$ cat src/rtl/pbp_pkg.sv
// pbp_pkg: shared widths, register indexes, lane scaling coefficients
// and helpers for the pixel bitfield packer; no dependencies
`default_nettype none

package pbp_pkg;

    localparam int LANES     = 4;
    localparam int PIX_W     = 32;
    localparam int CH_W      = 8;
    localparam int OBITS_W   = 6;
    localparam int BYTES_W   = 3;
    localparam int LANE_W    = 2;
    localparam int SH_W      = 5;
    // quotient of a 32-bit field by 255 needs 25 bits, remainder fits a byte
    localparam int QUO_W     = 25;
    localparam int REM_W     = 8;
    localparam int CFG_IDX_W = 3;

    typedef logic [CFG_IDX_W-1:0] cfg_idx_t;

    localparam cfg_idx_t CFG_OUTPUT_BITS = 3'd0;
    localparam cfg_idx_t CFG_USE_MASKS   = 3'd1;
    localparam cfg_idx_t CFG_MASK_LANE0  = 3'd2;
    localparam cfg_idx_t CFG_MASK_LANE1  = 3'd3;
    localparam cfg_idx_t CFG_MASK_LANE2  = 3'd4;
    localparam cfg_idx_t CFG_MASK_LANE3  = 3'd5;

    localparam logic [OBITS_W-1:0] OUT_BITS_16    = 6'd16;
    localparam logic [OBITS_W-1:0] OUT_BITS_24    = 6'd24;
    localparam logic [OBITS_W-1:0] OUT_BITS_32    = 6'd32;
    localparam logic [BYTES_W-1:0] BYTES_16       = 3'd2;
    localparam logic [BYTES_W-1:0] BYTES_24       = 3'd3;
    localparam logic [BYTES_W-1:0] BYTES_32       = 3'd4;

    // floor(v / 255) == (v * RECIP_255) >> RECIP_SHIFT for any 32-bit v
    localparam logic [PIX_W-1:0] RECIP_255    = 32'h8080_8081;
    localparam int               RECIP_SHIFT  = 39;
    localparam logic [15:0]      ROUND_BIAS   = 16'd127;

    // 5-bit fields of plain 16-bit output
    localparam logic [REM_W-1:0] FIELD5_MAX   = 8'd31;
    localparam int               FIELD5_STEP  = 5;
    localparam int               FIELD5_LANES = 3;

    // mask field v = quo * 255 + rem, placed at bit position shift
    typedef struct packed {
        logic [QUO_W-1:0] quo;
        logic [REM_W-1:0] rem;
        logic [SH_W-1:0]  shift;
    } lane_coef_t;

    typedef struct packed {
        logic              en;
        logic [LANE_W-1:0] lane;
        logic [PIX_W-1:0]  mask;
    } mask_wr_t;

    // coefficients of the fixed 5-5-5 layout; also the reset masks
    function automatic lane_coef_t field5_coef(input int lane);
        lane_coef_t c;
        c = '0;
        if (lane < FIELD5_LANES) begin
            c.rem   = FIELD5_MAX;
            c.shift = SH_W'(FIELD5_STEP * lane);
        end
        return c;
    endfunction

endpackage

`default_nettype wire

$ cat src/rtl/pbp_coef_unit.sv
// pbp_coef_unit: turns a written channel mask into lane scaling coefficients
// (low bit position, field quotient and remainder by 255); uses pbp_pkg
`default_nettype none

module pbp_coef_unit (
    input  wire logic                aclk,
    input  wire logic                aresetn,
    input  wire pbp_pkg::mask_wr_t   wr,
    output logic                     busy,
    output pbp_pkg::lane_coef_t      coef [pbp_pkg::LANES]
);

    logic [pbp_pkg::SH_W-1:0]   tz;
    logic [pbp_pkg::PIX_W-1:0]  field;

    logic                       pend_valid_reg;
    logic [pbp_pkg::LANE_W-1:0] pend_lane_reg;
    logic [pbp_pkg::PIX_W-1:0]  pend_field_reg;
    logic [pbp_pkg::SH_W-1:0]   pend_shift_reg;

    logic [2*pbp_pkg::PIX_W-1:0] prod;
    logic [pbp_pkg::QUO_W-1:0]   quo;
    logic [pbp_pkg::PIX_W+1:0]   rem_full;

    pbp_pkg::lane_coef_t coef_reg  [pbp_pkg::LANES];
    pbp_pkg::lane_coef_t coef_next;

    // lowest set bit; a zero mask gives shift 0 and a zero field
    always_comb begin
        tz = '0;
        for (int i = pbp_pkg::PIX_W - 1; i >= 0; i--) begin
            if (wr.mask[i]) begin
                tz = pbp_pkg::SH_W'(i);
            end
        end
        field = wr.mask >> tz;
    end

    always_ff @(posedge aclk) begin
        if (!aresetn) begin
            pend_valid_reg <= 1'b0;
        end else begin
            pend_valid_reg <= wr.en;
        end
    end

    always_ff @(posedge aclk) begin
        if (wr.en) begin
            pend_lane_reg  <= wr.lane;
            pend_field_reg <= field;
            pend_shift_reg <= tz;
        end
    end

    always_comb begin
        prod = {{pbp_pkg::PIX_W{1'b0}}, pend_field_reg}
             * {{pbp_pkg::PIX_W{1'b0}}, pbp_pkg::RECIP_255};
        quo  = prod[pbp_pkg::RECIP_SHIFT +: pbp_pkg::QUO_W];
        // field - 255 * quo, done as field - 256 * quo + quo
        rem_full = {2'b00, pend_field_reg}
                 - {1'b0, quo, 8'h00}
                 + {{(pbp_pkg::PIX_W + 2 - pbp_pkg::QUO_W){1'b0}}, quo};
        coef_next.quo   = quo;
        coef_next.rem   = rem_full[pbp_pkg::REM_W-1:0];
        coef_next.shift = pend_shift_reg;
    end

    always_ff @(posedge aclk) begin
        if (!aresetn) begin
            for (int i = 0; i < pbp_pkg::LANES; i++) begin
                coef_reg[i] <= pbp_pkg::field5_coef(i);
            end
        end else if (pend_valid_reg) begin
            coef_reg[pend_lane_reg] <= coef_next;
        end
    end

    assign busy = pend_valid_reg;
    assign coef = coef_reg;

endmodule

`default_nettype wire

$ cat src/rtl/pbp_lane_scale.sv
// pbp_lane_scale: scales one channel byte onto its mask field with
// round-half-up and moves it to the field's position; uses pbp_pkg
`default_nettype none

module pbp_lane_scale (
    input  wire logic [pbp_pkg::CH_W-1:0]  chan,
    input  wire pbp_pkg::lane_coef_t       coef,
    output logic [pbp_pkg::PIX_W-1:0]      field_out
);

    logic [pbp_pkg::PIX_W:0]   hi_part;
    logic [15:0]               lo_sum;
    logic [16:0]               lo_adj;
    logic [pbp_pkg::CH_W-1:0]  lo_quo;
    logic [pbp_pkg::PIX_W:0]   q;

    // round(c * (255*quo + rem) / 255) = c*quo + floor((c*rem + 127) / 255)
    always_comb begin
        hi_part = (pbp_pkg::PIX_W + 1)'({8'h00, coef.quo} * {25'd0, chan});
        lo_sum  = 16'({8'h00, chan} * {8'h00, coef.rem}) + pbp_pkg::ROUND_BIAS;
        // exact floor(x / 255) for x below 65535
        lo_adj  = {1'b0, lo_sum} + 17'd1 + {9'd0, lo_sum[15:8]};
        lo_quo  = lo_adj[15:8];
        q       = hi_part + {{(pbp_pkg::PIX_W + 1 - pbp_pkg::CH_W){1'b0}}, lo_quo};
        field_out = q[pbp_pkg::PIX_W-1:0] << coef.shift;
    end

endmodule

`default_nettype wire

$ cat src/rtl/pixel_bitfield_packer.sv
// pixel_bitfield_packer: top level, config registers, input and result stages
// depends on pbp_pkg, pbp_coef_unit and pbp_lane_scale
//
// usage
//   s_valid/s_ready/s_pixel_in carry one 32-bit source pixel per item, channel
//   byte n in bits 8n+7..8n. m_valid/m_ready/m_packed_pixel/m_pixel_bytes carry
//   the packed word and how many of its low bytes to emit (2, 3 or 4).
//   cfg_valid/cfg_ready/cfg_index/cfg_data write the registers output_bits,
//   use_masks and mask_lane0..3 at indexes 0 to 5; other indexes are ignored.
//   an accepted input passes through an input register, then the lane scaling
//   (one 8x25 multiply per lane) into the result register that drives m_valid.
//   throughput is one item per cycle unless the output stalls or a mask converts.
//   a mask write is turned into lane coefficients over the next cycle by a
//   32x32 reciprocal multiply; s_ready is low during that cycle.
//   reset restores 24-bit pass-through with the 5-5-5 masks and empties both
//   stages. when the receiver stalls, the result holds and the input register
//   keeps one more item; s_ready falls once both are full.
`default_nettype none

module pixel_bitfield_packer (
    input  wire logic                           aclk,
    input  wire logic                           aresetn,
    input  wire logic                           s_valid,
    output logic                                s_ready,
    input  wire logic [pbp_pkg::PIX_W-1:0]      s_pixel_in,
    output logic                                m_valid,
    input  wire logic                           m_ready,
    output logic [pbp_pkg::PIX_W-1:0]           m_packed_pixel,
    output logic [pbp_pkg::BYTES_W-1:0]         m_pixel_bytes,
    input  wire logic                           cfg_valid,
    output logic                                cfg_ready,
    input  wire pbp_pkg::cfg_idx_t              cfg_index,
    input  wire logic [pbp_pkg::PIX_W-1:0]      cfg_data
);

    logic [pbp_pkg::OBITS_W-1:0] output_bits_reg;
    logic                        use_masks_reg;

    logic                        in_valid_reg;
    logic [pbp_pkg::PIX_W-1:0]   in_pixel_reg;
    logic                        out_valid_reg;
    logic [pbp_pkg::PIX_W-1:0]   out_pixel_reg;
    logic [pbp_pkg::BYTES_W-1:0] out_bytes_reg;

    logic                        cfg_fire;
    logic                        coef_busy;
    pbp_pkg::mask_wr_t           mask_wr;
    pbp_pkg::lane_coef_t         user_coef [pbp_pkg::LANES];
    pbp_pkg::lane_coef_t         lane_coef [pbp_pkg::LANES];
    logic [pbp_pkg::PIX_W-1:0]   lane_field [pbp_pkg::LANES];

    logic                        is16;
    logic                        is32;
    logic                        mask_mode;
    logic                        out_free;
    logic                        advance;
    logic [pbp_pkg::PIX_W-1:0]   packed_next;
    logic [pbp_pkg::BYTES_W-1:0] bytes_next;

    assign cfg_ready = 1'b1;
    assign cfg_fire  = cfg_valid && cfg_ready;

    always_ff @(posedge aclk) begin
        if (!aresetn) begin
            output_bits_reg <= pbp_pkg::OUT_BITS_24;
            use_masks_reg   <= 1'b0;
        end else if (cfg_fire) begin
            case (cfg_index)
                pbp_pkg::CFG_OUTPUT_BITS: begin
                    output_bits_reg <= cfg_data[pbp_pkg::OBITS_W-1:0];
                end
                pbp_pkg::CFG_USE_MASKS: begin
                    use_masks_reg <= cfg_data[0];
                end
                default: begin
                end
            endcase
        end
    end

    always_comb begin
        mask_wr.en   = cfg_fire && (cfg_index inside {pbp_pkg::CFG_MASK_LANE0,
                                                      pbp_pkg::CFG_MASK_LANE1,
                                                      pbp_pkg::CFG_MASK_LANE2,
                                                      pbp_pkg::CFG_MASK_LANE3});
        mask_wr.lane = pbp_pkg::LANE_W'(cfg_index - pbp_pkg::CFG_MASK_LANE0);
        mask_wr.mask = cfg_data;
    end

    pbp_coef_unit u_coef (
        .aclk    (aclk),
        .aresetn (aresetn),
        .wr      (mask_wr),
        .busy    (coef_busy),
        .coef    (user_coef)
    );

    always_comb begin
        is16      = (output_bits_reg == pbp_pkg::OUT_BITS_16);
        is32      = (output_bits_reg == pbp_pkg::OUT_BITS_32);
        mask_mode = (is16 || is32) && use_masks_reg;
        for (int i = 0; i < pbp_pkg::LANES; i++) begin
            lane_coef[i] = mask_mode ? user_coef[i] : pbp_pkg::field5_coef(i);
        end
    end

    for (genvar g = 0; g < pbp_pkg::LANES; g++) begin : g_lane
        pbp_lane_scale u_scale (
            .chan      (in_pixel_reg[g*pbp_pkg::CH_W +: pbp_pkg::CH_W]),
            .coef      (lane_coef[g]),
            .field_out (lane_field[g])
        );
    end

    always_comb begin
        packed_next = '0;
        for (int i = 0; i < pbp_pkg::LANES; i++) begin
            packed_next = packed_next | lane_field[i];
        end
        if (!mask_mode && !is16) begin
            packed_next = in_pixel_reg;
        end
        bytes_next = is16 ? pbp_pkg::BYTES_16 : (is32 ? pbp_pkg::BYTES_32 : pbp_pkg::BYTES_24);
    end

    assign out_free = !out_valid_reg || m_ready;
    assign advance  = in_valid_reg && out_free;
    // hold off new items while a mask is still being converted
    assign s_ready  = (!in_valid_reg || out_free) && !coef_busy;

    always_ff @(posedge aclk) begin
        if (!aresetn) begin
            in_valid_reg  <= 1'b0;
            out_valid_reg <= 1'b0;
        end else begin
            if (s_valid && s_ready) begin
                in_valid_reg <= 1'b1;
            end else if (advance) begin
                in_valid_reg <= 1'b0;
            end
            if (advance) begin
                out_valid_reg <= 1'b1;
            end else if (m_ready) begin
                out_valid_reg <= 1'b0;
            end
        end
    end

    always_ff @(posedge aclk) begin
        if (s_valid && s_ready) begin
            in_pixel_reg <= s_pixel_in;
        end
        if (advance) begin
            out_pixel_reg <= packed_next;
            out_bytes_reg <= bytes_next;
        end
    end

    assign m_valid        = out_valid_reg;
    assign m_packed_pixel = out_pixel_reg;
    assign m_pixel_bytes  = out_bytes_reg;

    a_no_accept_while_busy: assert property (@(posedge aclk) disable iff (!aresetn)
        coef_busy |-> !s_ready)
        else $error("item accepted while mask coefficients were updating");

    a_item_reaches_output: assert property (@(posedge aclk) disable iff (!aresetn)
        advance |=> m_valid)
        else $error("item left the input register but no result followed");

    a_bytes_legal: assert property (@(posedge aclk) disable iff (!aresetn)
        m_valid |-> (m_pixel_bytes == pbp_pkg::BYTES_16
                  || m_pixel_bytes == pbp_pkg::BYTES_24
                  || m_pixel_bytes == pbp_pkg::BYTES_32))
        else $error("byte count of result out of range");

    a_full_blocks_input: assert property (@(posedge aclk) disable iff (!aresetn)
        (in_valid_reg && out_valid_reg && !m_ready) |-> !s_ready)
        else $error("input taken with both stages full and output stalled");

endmodule

`default_nettype wire
$ cat config.mk
export PLATFORM = sky130hd
export DESIGN_NAME = pixel_bitfield_packer
export DESIGN_NICKNAME = d
export VERILOG_FILES = /design/src/rtl/pbp_pkg.sv /design/src/rtl/pbp_coef_unit.sv /design/src/rtl/pbp_lane_scale.sv /design/src/rtl/pixel_bitfield_packer.sv
export SDC_FILE = /design/constraint.sdc
export NUM_CORES = 2
export LEC_CHECK = 0
export ABC_AREA = 1
export BUFFER_PORTS_ARGS = -buffer_cell sky130_fd_sc_hd__clkbuf_2
export CORE_MARGIN = 2
export CORE_UTILIZATION = 40
export CTS_CLUSTER_SIZE = 25
export DETAILED_ROUTE_END_ITERATION = 6
export GPL_TIMING_DRIVEN = 0
export PLACE_DENSITY_LB_ADDON = 0.05
export SETUP_SLACK_MARGIN = 0.4
export SYNTH_ARGS = -nofsm -noshare
export SYNTH_HDL_FRONTEND = slang
export SYNTH_SLANG_ARGS = --single-unit
$ cat constraint.sdc
create_clock -name aclk -period 21.4 [get_ports aclk]
set_clock_uncertainty 0.05 [all_clocks]
set_input_delay 4.28 -clock aclk [delete_from_list [all_inputs] [get_ports aclk]]
set_output_delay 4.28 -clock aclk [all_outputs]
set_load 0.05 [all_outputs]
==> impl_metrics.py <==
metrics = {
    "timing": {
        "finalCritPeriodShare": 0.799,
        "tns_ps": 0,
        "fmax_ghz": 0.0585,
        "worstMarginPinSlew_ps": 1200,
        "finalHoldViolations": 0,
        "finalSetupViolCount": 0,
        "slew_headroom": 0.179,
        "drv_slew": 0,
        "rsz0062_at_grt": "false",
        "min_period_ps": 17090,
    },
    "clock_tree": {
        "cts_buffers": 38,
        "postCtsSetupBuffers": 0,
        "cts_tree": "yes",
        "cts_hold_buf": 0,
        "ctsResizeCount": 0,
        "cts_htree_levels": 2,
        "cts_sinks": 268,
        "cts.clk_slew.worst_paths_ps": 80,
        "cts_buffer_depth": 3,
        "root_buffer": "clkbuf_16",
        "clk_latency_ps": 630,
    },
    "die": {
        "die-area_um2": 155000,
        "core_area_um2": 150000,
        "num_rows": 142,
        "die_w_um": 393,
        "start_util": 0.404,
        "io_pins": 110,
        "fp.dieH_um": 393,
    },
    "setup_path": {
        "cp-startpoint": "output_bits_reg[1]",
        "crit_slowest_cell": "clkbuf_1",
        "critPathMaxFanout": 10,
        "crit_type": "register to register",
        "max_stage_delay_ps": 980,
        "r2r_cells": 74,
        "worst_setup_path_end_kind": "register",
        "r2r_start": "output_bits_reg[1]",
        "crit_end": "m_packed_pixel[30]",
        "start_kind": "register",
        "rr_endpoint": "m_packed_pixel[30]",
        "ff2ff_setup_slack_ps": 4310,
        "crit_required_ps": 21700,
        "arrival_ps": 17390,
    },
    "logic_synthesis": {
        "netlist_instances": 8384,
        "synth-compound-area-share": 0.108,
        "synth_largest_area_cell": "fa_1",
        "seq_area_frac_synth": 0.106,
        "synth.top_cell.area_share": 0.263,
        "ys.flop_type": "dfxtp_1",
        "yosys_warnings": 0,
        "synth-xor-area-share": 0.0297,
        "synth_top_family_by_area": "adder cells",
        "synth_edf_count": 106,
        "synth.area.top_cells": "fa_1 26%, ha_1 15%, inv_1 11%, nand2_1 9.9%, nor2_1 5.4%",
        "async_flop_share": 0,
        "yosys.area_share.simple": 0.206,
        "muxShareOfSynthArea": 0.00578,
        "synth_cell_types": 74,
        "synth.avg_cell_area_um2": 7.23,
        "netlist_area_um2": 60600,
        "synth_adder_area_share": 0.408,
        "synth_seq_cells": 268,
        "synth_nets": 9957,
    },
    "finish": {
        "area_delta_synth_final_pct": 7.55,
        "fillCellCount": 15900,
        "largest_reg_flops": 152,
        "nets": 10100,
        "drive_gt1_frac": 0.0400,
    },
    "hold_path": {
        "hp-class": "register to register",
        "hold_path.startpoint": "u_coef.coef[45]",
    },
    "flow_run": {
        "drv_cap": 0,
    },
    "global_routing": {
        "antenna_found_initial": 9,
        "track_usage": 0.291,
        "first_global_vias": 54900,
        "grt_pass1_wl_um": 339000,
        "grt_overflow": 0,
        "grt_max_degree": 20,
    },
    "power": {
        "power.total_w": 0.00499,
        "leakage_nw": 32.5,
        "power_density_nw_per_um2": 76.6,
        "peakVddDrop_mv": 0.155,
    },
    "routing": {
        "drcViolationCount": 0,
        "viasPerCell": 5.20,
        "wl_per_cell_um": 21.1,
        "drtPass1Iterations": 6,
        "dr_total_vias": 55100,
        "drtIter0Drc": 4145,
        "wl_um": 223000,
        "ant_nets": 0,
    },
    "status": {
        "run_status": "completed",
    },
    "place": {
        "place_hpwl_um": 191000,
        "gp_congestion": 1.01,
        "port_buffers": 108,
    },
}
==> worst min-delay path by stage <==
stage | endpoint | slack [ps] | cells after the start
after CTS | u_coef.coef[83] | 410 | 2
after global placement | u_coef.coef[44] | 390 | 2
after floorplan | u_coef.coef[120] | 370 | 2
after detailed placement | u_coef.coef[83] | 390 | 2
after global routing | u_coef.coef[84] | 430 | 2
final | u_coef.coef[45] | 410 | 2
==> synth_stat cells (34+ instances only) <==
cell type / number
or2_2: 34
nand3_1: 433
fa_1: 796
nor2_1: 874
dfxtp_1: 162
a21oi_1: 351
a31oi_1: 39
ha_1: 705
nor3_1: 44
o21ai_0: 413
nand2_1: 1603
clkbuf_1: 245
xnor2_1: 59
o211ai_1: 101
xor2_1: 140
o21ai_1: 50
edfxtp_1: 106
mux2i_1: 35
inv_1: 1840
==> power breakdown <==
group | switching (W) | internal, W | leakage, nW
sequential | 0.0000351 | 0.000563 | 2.31
combinational | 0.00264 | 0.00111 | 29.6
clock | 0.000281 | 0.000368 | 0.599
total | 0.00296 | 0.00204 | 32.5
==> area by class of cell <==
type	instances	area [um2]	area share
Clock buffer	53	1080	0.0165
Buffer	303	1220	0.0187
Tap cell	2016	2520	0.0387
Timing Repair Buffer	120	708	0.0109
Inverter	1865	7000	0.107
Multi-Input combinational cell	5948	46100	0.707
Antenna cell	5	12.5	0.000192
Sequential cell	268	6430	0.0986
Clock inverter	16	144	0.00221
==> critical path: cells and delay by family, from the launching register on <==
family / cells / cell delay (ps)
compound gates: 12 / 2080
xor+xnor: 3 / 820
fa+ha+maj: 11 / 4920
buf+inv: 16 / 4270
flops: 1 / 330
mux: 2 / 470
simple gates: 30 / 3860
==> cell usage in the layout, fill, tap and decap left out, drive strengths merged, types with 101 or more instances in the layout <==
cell    count
ha        705
inv      1860
clkbuf    406
a21oi     358
nand3     435
nand2    1610
xor2      143
nor2      892
o211ai    101
edfxtp    106
fa        796
o21ai     474
dfxtp     162
==> through the flow <==
step           setup WS [ps]  cell area [um2]   util  cells  hold WS, ps
2_1_floorplan           9130            60600      -   8384          371
3_3_place_gp            4460            63700  0.424  10500          389
6_report                4310            65200  0.434  10600          407
5_1_grt                 3320            65200  0.434  10600          428
3_5_place_dp            4470            64000  0.426  10500          391
4_1_cts                 4420            65200  0.434  10600          405
==> layer usage <==
layer | routed length [um] | track usage | vias to the layer above
met2 | 102000 | 0.475 | 1516
li1 | - | - | 26300
met5 | 43 | 0 | -
met1 | 102000 | 0.404 | 26900
met4 | 7400 | 0.0883 | 6
met3 | 11500 | 0.0320 | 287
==> cells by family (layout without fill, tap and decap cells) <==
| kind of cell | after synthesis | count (layout) |
|---|---|---|
| AO/OA/AOI/OAI | 1135 | 1135 |
| multiplexers | 35 | 35 |
| AND/OR/NAND/NOR | 3074 | 3074 |
| buffers and inverters | 2168 | 2357 |
| flip-flops | 268 | 268 |
| XOR/XNOR | 202 | 202 |
| adder cells (fa/ha/maj) | 1501 | 1501 |
| other | 1 | 6 |
Power figures use the tool's default switching activity.
